File: config.mk
export PLATFORM = sky130hd
export DESIGN_NAME = windowed_bitrate_bayes_estimator
export DESIGN_NICKNAME = d
export VERILOG_FILES = /design/src/hw/rtl/wbbe_pkg.sv /design/src/hw/rtl/windowed_bitrate_bayes_estimator.sv
export SDC_FILE = /design/constraint.sdc
export NUM_CORES = 2
export LEC_CHECK = 0
export BUFFER_PORTS_ARGS = -buffer_cell sky130_fd_sc_hd__buf_2
export CAP_MARGIN = 20
export CORE_MARGIN = 1
export CORE_UTILIZATION = 45
export CTS_CLUSTER_DIAMETER = 60
export DETAILED_ROUTE_END_ITERATION = 10
export PLACE_DENSITY = 0.67
export SETUP_SLACK_MARGIN = 0.2
export SYNTH_ARGS = -nofsm -noshare
export SYNTH_HDL_FRONTEND = slang
export SYNTH_SLANG_ARGS = --single-unit
File: constraint.sdc
create_clock -name i_clk -period 25 [get_ports i_clk]
set_clock_uncertainty 0.2 [all_clocks]
set_input_delay 3.75 -clock i_clk [delete_from_list [all_inputs] [get_ports i_clk]]
set_output_delay 3.75 -clock i_clk [all_outputs]
set_load 0.1 [all_outputs]
File: src/hw/rtl/wbbe_pkg.sv
// package for the windowed bitrate estimator
// item types, register indexes, reset values and fixed point constants
// no dependencies
`default_nettype none
package wbbe_pkg;

    localparam int FRAC_BITS = 8;

    localparam int CFG_IDX_W  = 3;
    localparam int CFG_DATA_W = 24;

    localparam logic [CFG_IDX_W-1:0] REG_WINDOW      = 3'd0;
    localparam logic [CFG_IDX_W-1:0] REG_INIT_WINDOW = 3'd1;
    localparam logic [CFG_IDX_W-1:0] REG_UNC_SCALE   = 3'd2;
    localparam logic [CFG_IDX_W-1:0] REG_PROC_VAR    = 3'd3;
    localparam logic [CFG_IDX_W-1:0] REG_FAST_VAR    = 3'd4;
    localparam logic [CFG_IDX_W-1:0] REG_INIT_VAR    = 3'd5;

    localparam logic [13:0] RST_WINDOW      = 14'd100;
    localparam logic [13:0] RST_INIT_WINDOW = 14'd500;
    localparam logic [15:0] RST_UNC_SCALE   = 16'd2560;
    localparam logic [23:0] RST_PROC_VAR    = 24'd1280;
    localparam logic [23:0] RST_FAST_VAR    = 24'd51200;
    localparam logic [23:0] RST_INIT_VAR    = 24'd12800;

    localparam logic FUNC_ACK  = 1'b0;
    localparam logic FUNC_FAST = 1'b1;

    localparam int DIV_W   = 64;
    localparam int DEN_W   = 33;
    localparam int CNT_W   = 6;

    typedef struct packed {
        logic        func;
        logic [39:0] time_ms;
        logic [15:0] byte_count;
    } t_in;

    typedef struct packed {
        logic        estimate_valid;
        logic [31:0] estimate_kbps;
        logic        sample_taken;
        logic [31:0] sample_kbps;
    } t_out;

    function automatic logic [31:0] sat32_64(input logic [63:0] v);
        sat32_64 = (|v[63:32]) ? 32'hFFFF_FFFF : v[31:0];
    endfunction

    function automatic logic [31:0] sat32_33(input logic [32:0] v);
        sat32_33 = v[32] ? 32'hFFFF_FFFF : v[31:0];
    endfunction

endpackage
`default_nettype wire

File: src/hw/rtl/windowed_bitrate_bayes_estimator.sv
// path from input accept to result valid: a fast change item goes straight to the output state,
// a packet that closes no window passes the window and check states, a window wrap or the first
// sample adds one division, and a packet that closes a window and updates the filter adds up to four
// one shared restoring divider sets the cost, at most 4 divisions per item
// one item at a time, ready only while idle; a finished item waits for a free output register
// synchronous active low reset clears window and filter state, registers take reset values
`default_nettype none
module windowed_bitrate_bayes_estimator (
    input  wire                              i_clk,
    input  wire                              i_rst_n,
    input  wire                              i_valid,
    output logic                             o_ready,
    input  wire wbbe_pkg::t_in               i_data,
    output logic                             o_valid,
    input  wire                              i_ready,
    output wbbe_pkg::t_out                   o_data,
    input  wire                              i_cfg_we,
    input  wire [wbbe_pkg::CFG_IDX_W-1:0]    i_cfg_idx,
    input  wire [wbbe_pkg::CFG_DATA_W-1:0]   i_cfg_data
);

    typedef enum logic [17:0] {
        S_IDLE  = 18'h00001,
        S_WIN   = 18'h00002,
        S_MODD  = 18'h00004,
        S_CHK   = 18'h00008,
        S_SAMPD = 18'h00010,
        S_F1    = 18'h00020,
        S_F2    = 18'h00040,
        S_F3    = 18'h00080,
        S_UD    = 18'h00100,
        S_F4    = 18'h00200,
        S_F5    = 18'h00400,
        S_F6    = 18'h00800,
        S_F7    = 18'h01000,
        S_CORRD = 18'h02000,
        S_F8    = 18'h04000,
        S_VARD  = 18'h08000,
        S_DIV   = 18'h10000,
        S_OUT   = 18'h20000
    } t_state;

    localparam int DW = wbbe_pkg::DIV_W;
    localparam int NW = wbbe_pkg::DEN_W;

    t_state r_state, n_state, r_ret, n_ret;

    logic [13:0] r_win, n_win, r_iwin, n_iwin;
    logic [15:0] r_scale, n_scale;
    logic [23:0] r_pvar, n_pvar, r_fvar, n_fvar, r_ivar, n_ivar;

    logic        r_func, n_func;
    logic [39:0] r_t, n_t;
    logic [15:0] r_bytes, n_bytes;

    logic [39:0] r_last, n_last;
    logic        r_lv, n_lv;
    logic [31:0] r_elapsed, n_elapsed, r_sum, n_sum;
    logic [31:0] r_est, n_est, r_var, n_var;
    logic        r_have, n_have;
    logic [13:0] r_w, n_w;

    logic        r_taken, n_taken;
    logic [31:0] r_sample, n_sample;
    logic [31:0] r_diff, n_diff, r_u, n_u, r_sv, n_sv, r_pv, n_pv;
    logic        r_ge, n_ge;
    logic [63:0] r_prod, n_prod;

    logic [DW-1:0] r_num, n_num, r_quo, n_quo;
    logic [NW-1:0] r_den, n_den, r_rem, n_rem;
    logic [wbbe_pkg::CNT_W-1:0] r_cnt, n_cnt;

    logic        r_ovalid, n_ovalid;
    wbbe_pkg::t_out r_out, n_out;

    logic [31:0] mul_a, mul_b;
    logic [63:0] mul_p;
    logic [NW:0] trial;
    logic        div_start;
    logic [DW-1:0] div_num;
    logic [NW-1:0] div_den;

    logic [13:0] w_sel;
    logic        back, use_gap;
    logic [39:0] gap;
    logic [40:0] total;
    logic [32:0] den_sum;

    assign mul_p = {32'd0, mul_a} * {32'd0, mul_b};
    assign trial = {r_rem, r_num[DW-1]};

    assign o_ready = (r_state == S_IDLE);
    assign o_valid = r_ovalid;
    assign o_data  = r_out;

    always_comb begin
        n_state = r_state;  n_ret = r_ret;
        n_win = r_win;  n_iwin = r_iwin;  n_scale = r_scale;
        n_pvar = r_pvar;  n_fvar = r_fvar;  n_ivar = r_ivar;
        n_func = r_func;  n_t = r_t;  n_bytes = r_bytes;
        n_last = r_last;  n_lv = r_lv;  n_elapsed = r_elapsed;  n_sum = r_sum;
        n_est = r_est;  n_var = r_var;  n_have = r_have;  n_w = r_w;
        n_taken = r_taken;  n_sample = r_sample;  n_diff = r_diff;  n_u = r_u;
        n_sv = r_sv;  n_pv = r_pv;  n_ge = r_ge;  n_prod = r_prod;
        n_num = r_num;  n_quo = r_quo;  n_den = r_den;  n_rem = r_rem;  n_cnt = r_cnt;
        n_ovalid = r_ovalid;  n_out = r_out;
        mul_a = 32'd0;  mul_b = 32'd0;
        div_start = 1'b0;  div_num = '0;  div_den = '0;

        w_sel   = r_have ? r_win : r_iwin;
        if (w_sel == 14'd0) begin
            w_sel = 14'd1;
        end
        back    = r_lv && (r_t < r_last);
        use_gap = r_lv && !back;
        gap     = r_t - r_last;
        total   = {9'd0, r_elapsed} + {1'b0, gap};
        den_sum = {1'b0, r_sv} + {1'b0, r_pv};

        if (r_ovalid && i_ready) begin
            n_ovalid = 1'b0;
        end

        case (r_state)
            S_IDLE: begin
                if (i_valid) begin
                    n_func  = i_data.func;
                    n_t     = i_data.time_ms;
                    n_bytes = i_data.byte_count;
                    n_taken = 1'b0;
                    n_sample = 32'd0;
                    if (i_data.func == wbbe_pkg::FUNC_FAST) begin
                        n_var   = wbbe_pkg::sat32_33({1'b0, r_var} + {9'd0, r_fvar});
                        n_state = S_OUT;
                    end else begin
                        n_state = S_WIN;
                    end
                end
            end
            S_WIN: begin
                n_w    = w_sel;
                n_last = r_t;
                n_lv   = 1'b1;
                n_state = S_CHK;
                if (back) begin
                    n_elapsed = 32'd0;
                    n_sum     = 32'd0;
                end
                if (use_gap) begin
                    if (gap > {26'd0, w_sel}) begin
                        n_sum     = 32'd0;
                        div_start = 1'b1;
                        div_num   = {23'd0, total};
                        div_den   = {19'd0, w_sel};
                        n_ret     = S_MODD;
                    end else begin
                        n_elapsed = wbbe_pkg::sat32_64({23'd0, total});
                    end
                end
            end
            S_MODD: begin
                n_elapsed = r_rem[31:0];
                n_state   = S_CHK;
            end
            S_CHK: begin
                if (r_elapsed >= {18'd0, r_w}) begin
                    n_elapsed = r_elapsed - {18'd0, r_w};
                    n_sum     = {16'd0, r_bytes};
                    n_taken   = 1'b1;
                    div_start = 1'b1;
                    div_num   = {32'd0, r_sum} << (3 + wbbe_pkg::FRAC_BITS);
                    div_den   = {19'd0, r_w};
                    n_ret     = S_SAMPD;
                end else begin
                    n_sum   = wbbe_pkg::sat32_33({1'b0, r_sum} + {17'd0, r_bytes});
                    n_state = S_OUT;
                end
            end
            S_SAMPD: begin
                n_sample = wbbe_pkg::sat32_64(r_quo);
                if (!r_have) begin
                    n_est   = wbbe_pkg::sat32_64(r_quo);
                    n_have  = 1'b1;
                    n_state = S_OUT;
                end else begin
                    n_state = S_F1;
                end
            end
            S_F1: begin
                n_ge    = (r_sample >= r_est);
                n_diff  = (r_sample >= r_est) ? r_sample - r_est : r_est - r_sample;
                n_state = S_F2;
            end
            S_F2: begin
                mul_a   = {16'd0, r_scale};
                mul_b   = r_diff;
                n_prod  = mul_p;
                n_state = S_F3;
            end
            S_F3: begin
                div_start = 1'b1;
                div_num   = r_prod;
                div_den   = (r_est == 32'd0) ? {{(NW-1){1'b0}}, 1'b1} : {1'b0, r_est};
                n_ret     = S_UD;
            end
            S_UD: begin
                n_u     = wbbe_pkg::sat32_64(r_quo);
                n_state = S_F4;
            end
            S_F4: begin
                mul_a   = r_u;
                mul_b   = r_u;
                n_prod  = mul_p;
                n_state = S_F5;
            end
            S_F5: begin
                n_sv    = wbbe_pkg::sat32_64(r_prod >> wbbe_pkg::FRAC_BITS);
                n_pv    = wbbe_pkg::sat32_33({1'b0, r_var} + {9'd0, r_pvar});
                n_state = S_F6;
            end
            S_F6: begin
                if (den_sum == 33'd0) begin
                    n_var   = 32'd0;
                    n_state = S_OUT;
                end else begin
                    mul_a   = r_pv;
                    mul_b   = r_diff;
                    n_prod  = mul_p;
                    n_state = S_F7;
                end
            end
            S_F7: begin
                div_start = 1'b1;
                div_num   = r_prod;
                div_den   = den_sum;
                n_ret     = S_CORRD;
            end
            S_CORRD: begin
                if (r_ge) begin
                    n_est = wbbe_pkg::sat32_33({1'b0, r_est} + {1'b0, r_quo[31:0]});
                end else begin
                    n_est = r_est - r_quo[31:0];
                end
                mul_a   = r_sv;
                mul_b   = r_pv;
                n_prod  = mul_p;
                n_state = S_F8;
            end
            S_F8: begin
                div_start = 1'b1;
                div_num   = r_prod;
                div_den   = den_sum;
                n_ret     = S_VARD;
            end
            S_VARD: begin
                n_var   = wbbe_pkg::sat32_64(r_quo);
                n_state = S_OUT;
            end
            S_DIV: begin
                n_num = {r_num[DW-2:0], 1'b0};
                if (trial >= {1'b0, r_den}) begin
                    n_rem = NW'(trial - {1'b0, r_den});
                    n_quo = {r_quo[DW-2:0], 1'b1};
                end else begin
                    n_rem = trial[NW-1:0];
                    n_quo = {r_quo[DW-2:0], 1'b0};
                end
                n_cnt = r_cnt - 1'b1;
                if (r_cnt == '0) begin
                    n_state = r_ret;
                end
            end
            S_OUT: begin
                if (!r_ovalid || i_ready) begin
                    n_ovalid = 1'b1;
                    n_out.estimate_valid = r_have;
                    n_out.estimate_kbps  = r_est;
                    n_out.sample_taken   = r_taken;
                    n_out.sample_kbps    = r_sample;
                    n_state = S_IDLE;
                end
            end
            default: begin
                n_state = S_IDLE;
            end
        endcase

        if (div_start) begin
            n_num   = div_num;
            n_den   = div_den;
            n_rem   = '0;
            n_quo   = '0;
            n_cnt   = '1;
            n_state = S_DIV;
        end

        if (i_cfg_we) begin
            case (i_cfg_idx)
                wbbe_pkg::REG_WINDOW:      n_win   = i_cfg_data[13:0];
                wbbe_pkg::REG_INIT_WINDOW: n_iwin  = i_cfg_data[13:0];
                wbbe_pkg::REG_UNC_SCALE:   n_scale = i_cfg_data[15:0];
                wbbe_pkg::REG_PROC_VAR:    n_pvar  = i_cfg_data;
                wbbe_pkg::REG_FAST_VAR:    n_fvar  = i_cfg_data;
                wbbe_pkg::REG_INIT_VAR: begin
                    n_ivar = i_cfg_data;
                    if (!r_have) begin
                        n_var = {8'd0, i_cfg_data};
                    end
                end
                default: begin
                end
            endcase
        end
    end

    always_ff @(posedge i_clk) begin
        if (!i_rst_n) begin
            r_state   <= S_IDLE;
            r_ret     <= S_IDLE;
            r_win     <= wbbe_pkg::RST_WINDOW;
            r_iwin    <= wbbe_pkg::RST_INIT_WINDOW;
            r_scale   <= wbbe_pkg::RST_UNC_SCALE;
            r_pvar    <= wbbe_pkg::RST_PROC_VAR;
            r_fvar    <= wbbe_pkg::RST_FAST_VAR;
            r_ivar    <= wbbe_pkg::RST_INIT_VAR;
            r_lv      <= 1'b0;
            r_last    <= 40'd0;
            r_elapsed <= 32'd0;
            r_sum     <= 32'd0;
            r_est     <= 32'd0;
            r_var     <= {8'd0, wbbe_pkg::RST_INIT_VAR};
            r_have    <= 1'b0;
            r_ovalid  <= 1'b0;
        end else begin
            r_state   <= n_state;
            r_ret     <= n_ret;
            r_win     <= n_win;
            r_iwin    <= n_iwin;
            r_scale   <= n_scale;
            r_pvar    <= n_pvar;
            r_fvar    <= n_fvar;
            r_ivar    <= n_ivar;
            r_lv      <= n_lv;
            r_last    <= n_last;
            r_elapsed <= n_elapsed;
            r_sum     <= n_sum;
            r_est     <= n_est;
            r_var     <= n_var;
            r_have    <= n_have;
            r_ovalid  <= n_ovalid;
        end
        r_func   <= n_func;
        r_t      <= n_t;
        r_bytes  <= n_bytes;
        r_w      <= n_w;
        r_taken  <= n_taken;
        r_sample <= n_sample;
        r_diff   <= n_diff;
        r_u      <= n_u;
        r_sv     <= n_sv;
        r_pv     <= n_pv;
        r_ge     <= n_ge;
        r_prod   <= n_prod;
        r_num    <= n_num;
        r_quo    <= n_quo;
        r_den    <= n_den;
        r_rem    <= n_rem;
        r_cnt    <= n_cnt;
        r_out    <= n_out;
    end

`ifndef SYNTH
    a_rem_below_den: assert property (@(posedge i_clk) disable iff (!i_rst_n)
        (r_state == S_DIV) |-> (r_rem < r_den))
        else $error("divider remainder not below divisor");

    a_have_sticks: assert property (@(posedge i_clk) disable iff (!i_rst_n)
        r_have |=> r_have)
        else $error("estimate valid flag dropped");

    a_no_sample_zero: assert property (@(posedge i_clk) disable iff (!i_rst_n)
        (o_valid && !o_data.sample_taken) |-> (o_data.sample_kbps == 32'd0))
        else $error("sample value without sample");

    a_fast_no_window: assert property (@(posedge i_clk) disable iff (!i_rst_n)
        (r_state == S_OUT && r_func == wbbe_pkg::FUNC_FAST) |-> !r_taken)
        else $error("fast change item took a sample");
`endif

endmodule
`default_nettype wire

==> summary.txt <==
Worst setup path
  – CP max stage delay: a little under 0.9 ns
  – Worst Setup EP: r_prod[58]$_DFFE_PP_
  – RR Endpoint: r_prod[58]$_DFFE_PP_
  – Crit path capture type: flop
  – Slowest stage cell on the critical path: a2111oi_0
  – Crit path required time: 25.26 ns
  – Startpoint types: flop
  – Worst r2r src: r_pv[0]$_SDFFCE_PP1P_
  – Worst Path Arrival: 14.85 ns
  – Worst reg-to-reg path cell count: 41
  – Worst path most repeated cell: fa_1
  – Critical path type: reg2reg
  – CP Max Fanout: 125
  – CP Launch Point: r_pv[0]$_SDFFCE_PP1P_
  – Reg2Reg Setup Slack: 10.41 ns

Timing
  – Max_slew headroom: 18.4%
  – Hold slack: about 0.22 ns
  – Fin. max-slew vios: 0
  – Setup_tns: 0 ns
  – Fmax: 68.5 MHz
  – Final Cycle Share: 58.4%
  – Fin crit period: 14.59 ns
  – Hold Fails Final Rpt: 0
  – Final setup fails: 0
  – Unrepaired setup endpoints after global routing: false
  – Worst-margin pin slew: 1.22 ns

Routing
  – Vias: 78600
  – Total DRC errors in the routed layout: 0
  – First-pass DRT Iterations: 8
  – Final WL: 362 mm
  – DR iter-0 viols: 9031
  – ANT nets after route: 0
  – Vias per inst: around 6.3
  – Wire per inst: 29.1 um

Die
  – CORE AREA: 193000 sq um
  – I/O Pins: 157
  – Die height: 443 um
  – DIE AREA: slightly below 200000 sq um
  – Row cnt: 161
  – Initial core utilization: 45.3%
  – DIE WIDTH: 443 um

Cells and area
  – Synth-to-Final Area Change: 8.57%
  – Design Area, Final: 94900 sq um
  – Share of layout cells above drive strength 1: 7.28%
  – Final net count: 11400
  – Final Core Density: between 40% and 50%

Global route
  – Pin count of the biggest net entering global routing: 126
  – Number of global-route vias before repair: roughly 76000
  – GRT Overall Usage: 36.2%
  – First-pass GRT wire length: roughly 520 mm
  – Total gr overflow: 0
  – Initial antenna violation count: 23

Yosys
  – Synth async-reset ratio: 0%
  – Synth cell types: between 100 and 150
  – Post-Syn Instances: 9836
  – Post-synth EDFFs: between 400 and 500
  – Seq/Total Area, Yosys: 24.7%
  – Ys flop type: edfxtp_1
  – Warnings from Yosys: 0
  – Post-Syn Area: 87400 sq um
  – Post-synthesis area per instance: 8.89 sq um
  – #FFs+latches synth: 849
  – Post-Syn Nets: 11500

Placement
  – Routability cong.: 1.03
  – Area post-placement: just over 90000 sq um
  – Port bufs: 156
  – DP HPWL: about 280 mm

Clock network
  – H-tree lvl count: 3
  – TritonCTS clock tree: built
  – CTS Root Cell: clkbuf_16
  – Post-cts sizing count: 0
  – Clock Path Buffers: 3
  – # hold bufs at CTS: 0
  – Clock-pin slew on the worst setup and hold paths: 0.06 ns
  – Clk Latency, worst-skew pair: a little under 0.8 ns
  – # clock sinks: 849
  – # Post-CTS Setup Buffers: 0
  – CTS buffer count: 105

Status
  – Status: completed

Min path
  – HP Class: reg2reg

Power
  – Peak VDD IR: 0.0556 mV
  – Pwr Density: about 43 nW/um^2
  – Leak: 41.1 nW

Flow run
  – Max_cap viols: 0
[kinds of logic after synthesis]
kind of cell	Yosys count	synth area share, %
buffers and inverters	1874	8.29
flip-flops	849	24.7
adder cells (fa/ha/maj)	1528	29.7
XOR/XNOR	311	3.12
multiplexers	49	0.568
AO/OA/AOI/OAI	3251	23.1
AND/OR/NAND/NOR	1974	10.6
[worst max-delay path, delay by kind of cell (launching register included)]
family | cells | cell delay [ns]
AOI/OAI and AO/OA | 17 | 5.95
DFF | 1 | 0.48
adders and majority gates | 11 | 5.13
buffers and inverters | 7 | 1.03
xor gates and xnor gates | 1 | 0.11
and+or+nand+nor | 5 | 1.21
[synthesized netlist by cell type, drive strengths merged (35+ instances only)]
cell type  count  share of area [%]
nand4         55               0.40
a21oi       1169                6.7
mux2i         44               0.50
a211oi        70               0.62
nor4          63               0.47
o2bb2ai       37               0.37
nand3        132               0.76
nor2         410                1.8
a22oi         69               0.59
xnor2        197                2.0
o21ai        972                5.6
fa           908                 21
ha           620                8.9
nor3         144               0.82
or3           68               0.49
edfxtp       459                 16
and2          54               0.39
nor2b         73               0.52
o211ai        66               0.57
o21bai        63               0.54
a21o         205                1.8
a221oi       100                1.4
clkbuf       404                1.7
nand2        758                3.3
and3          47               0.34
o21a          95               0.82
xor2         114                1.1
a31oi         62               0.46
buf          148               0.88
a22o          59               0.59
inv         1319                5.7
a221o         41               0.47
o31ai         35               0.30
dfxtp        390                8.9
nand2b        71               0.51
[area by class of cell]
| class | count | area (sq um) |
|---|---|---|
| diodes | 16 | 40.0 |
| clock buffers | 130 | 2770 |
| clock inverters | 69 | 815 |
| fillers | 18300 | 97900 |
| inverters | 1322 | 4970 |
| multi-input cells | 7113 | 58900 |
| flip-flops and latches | 849 | 21600 |
| well taps | 2526 | 3160 |
| repair buffers | 400 | 2670 |
[flip-flops by register name, indices dropped and copies added, names as in the netlist, 18 cells and up]
register	flops
r_rem	33
r_last	40
r_num	64
r_sample	32
r_est	32
r_quo	64
r_sum	32
r_prod	64
r_u	32
r_diff	32
r_var	32
r_den	33
r_pvar	24
r_fvar	24
r_pv	32
o_data	66
r_t	40
r_state	18
r_elapsed	32
r_sv	32
[layout by cell type (no fill, tap or decap), types with 114 or more instances in the layout]
cell,netlist,layout
fa_1,908,908
buf_4,14,238
xnor2_1,197,197
a21oi_1,1169,1163
edfxtp_1,459,459
ha_1,620,620
inv_1,1318,1315
xor2_1,114,114
o21ai_0,938,932
a21o_1,205,205
nor2_1,410,408
nor3_1,144,143
nand3_1,131,130
buf_2,96,155
dfxtp_1,390,390
nand2_1,757,756
[worst min-delay path by stage]
stage                     depth (start not counted)              start  slack [ns]              endpoint
after CTS                                         0  r_taken$_DFFE_PP_        0.22  o_data[32]$_DFFE_PP_
final                                             0  r_taken$_DFFE_PP_        0.22  o_data[32]$_DFFE_PP_
after detailed placement                          0  r_taken$_DFFE_PP_        0.21  o_data[32]$_DFFE_PP_
after floorplan                                   0  r_taken$_DFFE_PP_        0.20  o_data[32]$_DFFE_PP_
after global routing                              0  r_taken$_DFFE_PP_        0.23  o_data[32]$_DFFE_PP_
after global placement                            0  r_taken$_DFFE_PP_        0.20  o_data[32]$_DFFE_PP_
[per-stage QoR]
| stage | worst slack (ns) | total power, mW | std cells |
|---|---|---|---|
| 6_report | 10.41 | 4.12 | 12400 |
| 4_1_cts | 10.55 | 4.12 | 12400 |
| 3_5_place_dp | 10.64 | 2.54 | 12200 |
| 2_1_floorplan | 13.42 | 2.25 | 9836 |
| 3_3_place_gp | 10.97 | 2.52 | 12200 |
| 5_1_grt | 9.79 | 4.27 | 12400 |
[where the power goes]
part           internal (mW)  leakage (nW)  total, mW  switching, mW
Clock                  0.901          1.74       1.59          0.685
Sequential              1.54          7.52       1.59         0.0519
Combinational          0.319          31.9      0.945          0.626
Total                   2.76          41.1       4.12           1.36
[metal layers]
metal	up-vias	part of all wire (%)	GRT usage [%]
li1	34000	-	-
met1	39100	40	48.1
met2	4494	42	53.2
met3	933	11	8.06
met4	10	7.4	23.1
met5	-	0.017	0
Power figures use the tool's default switching activity.
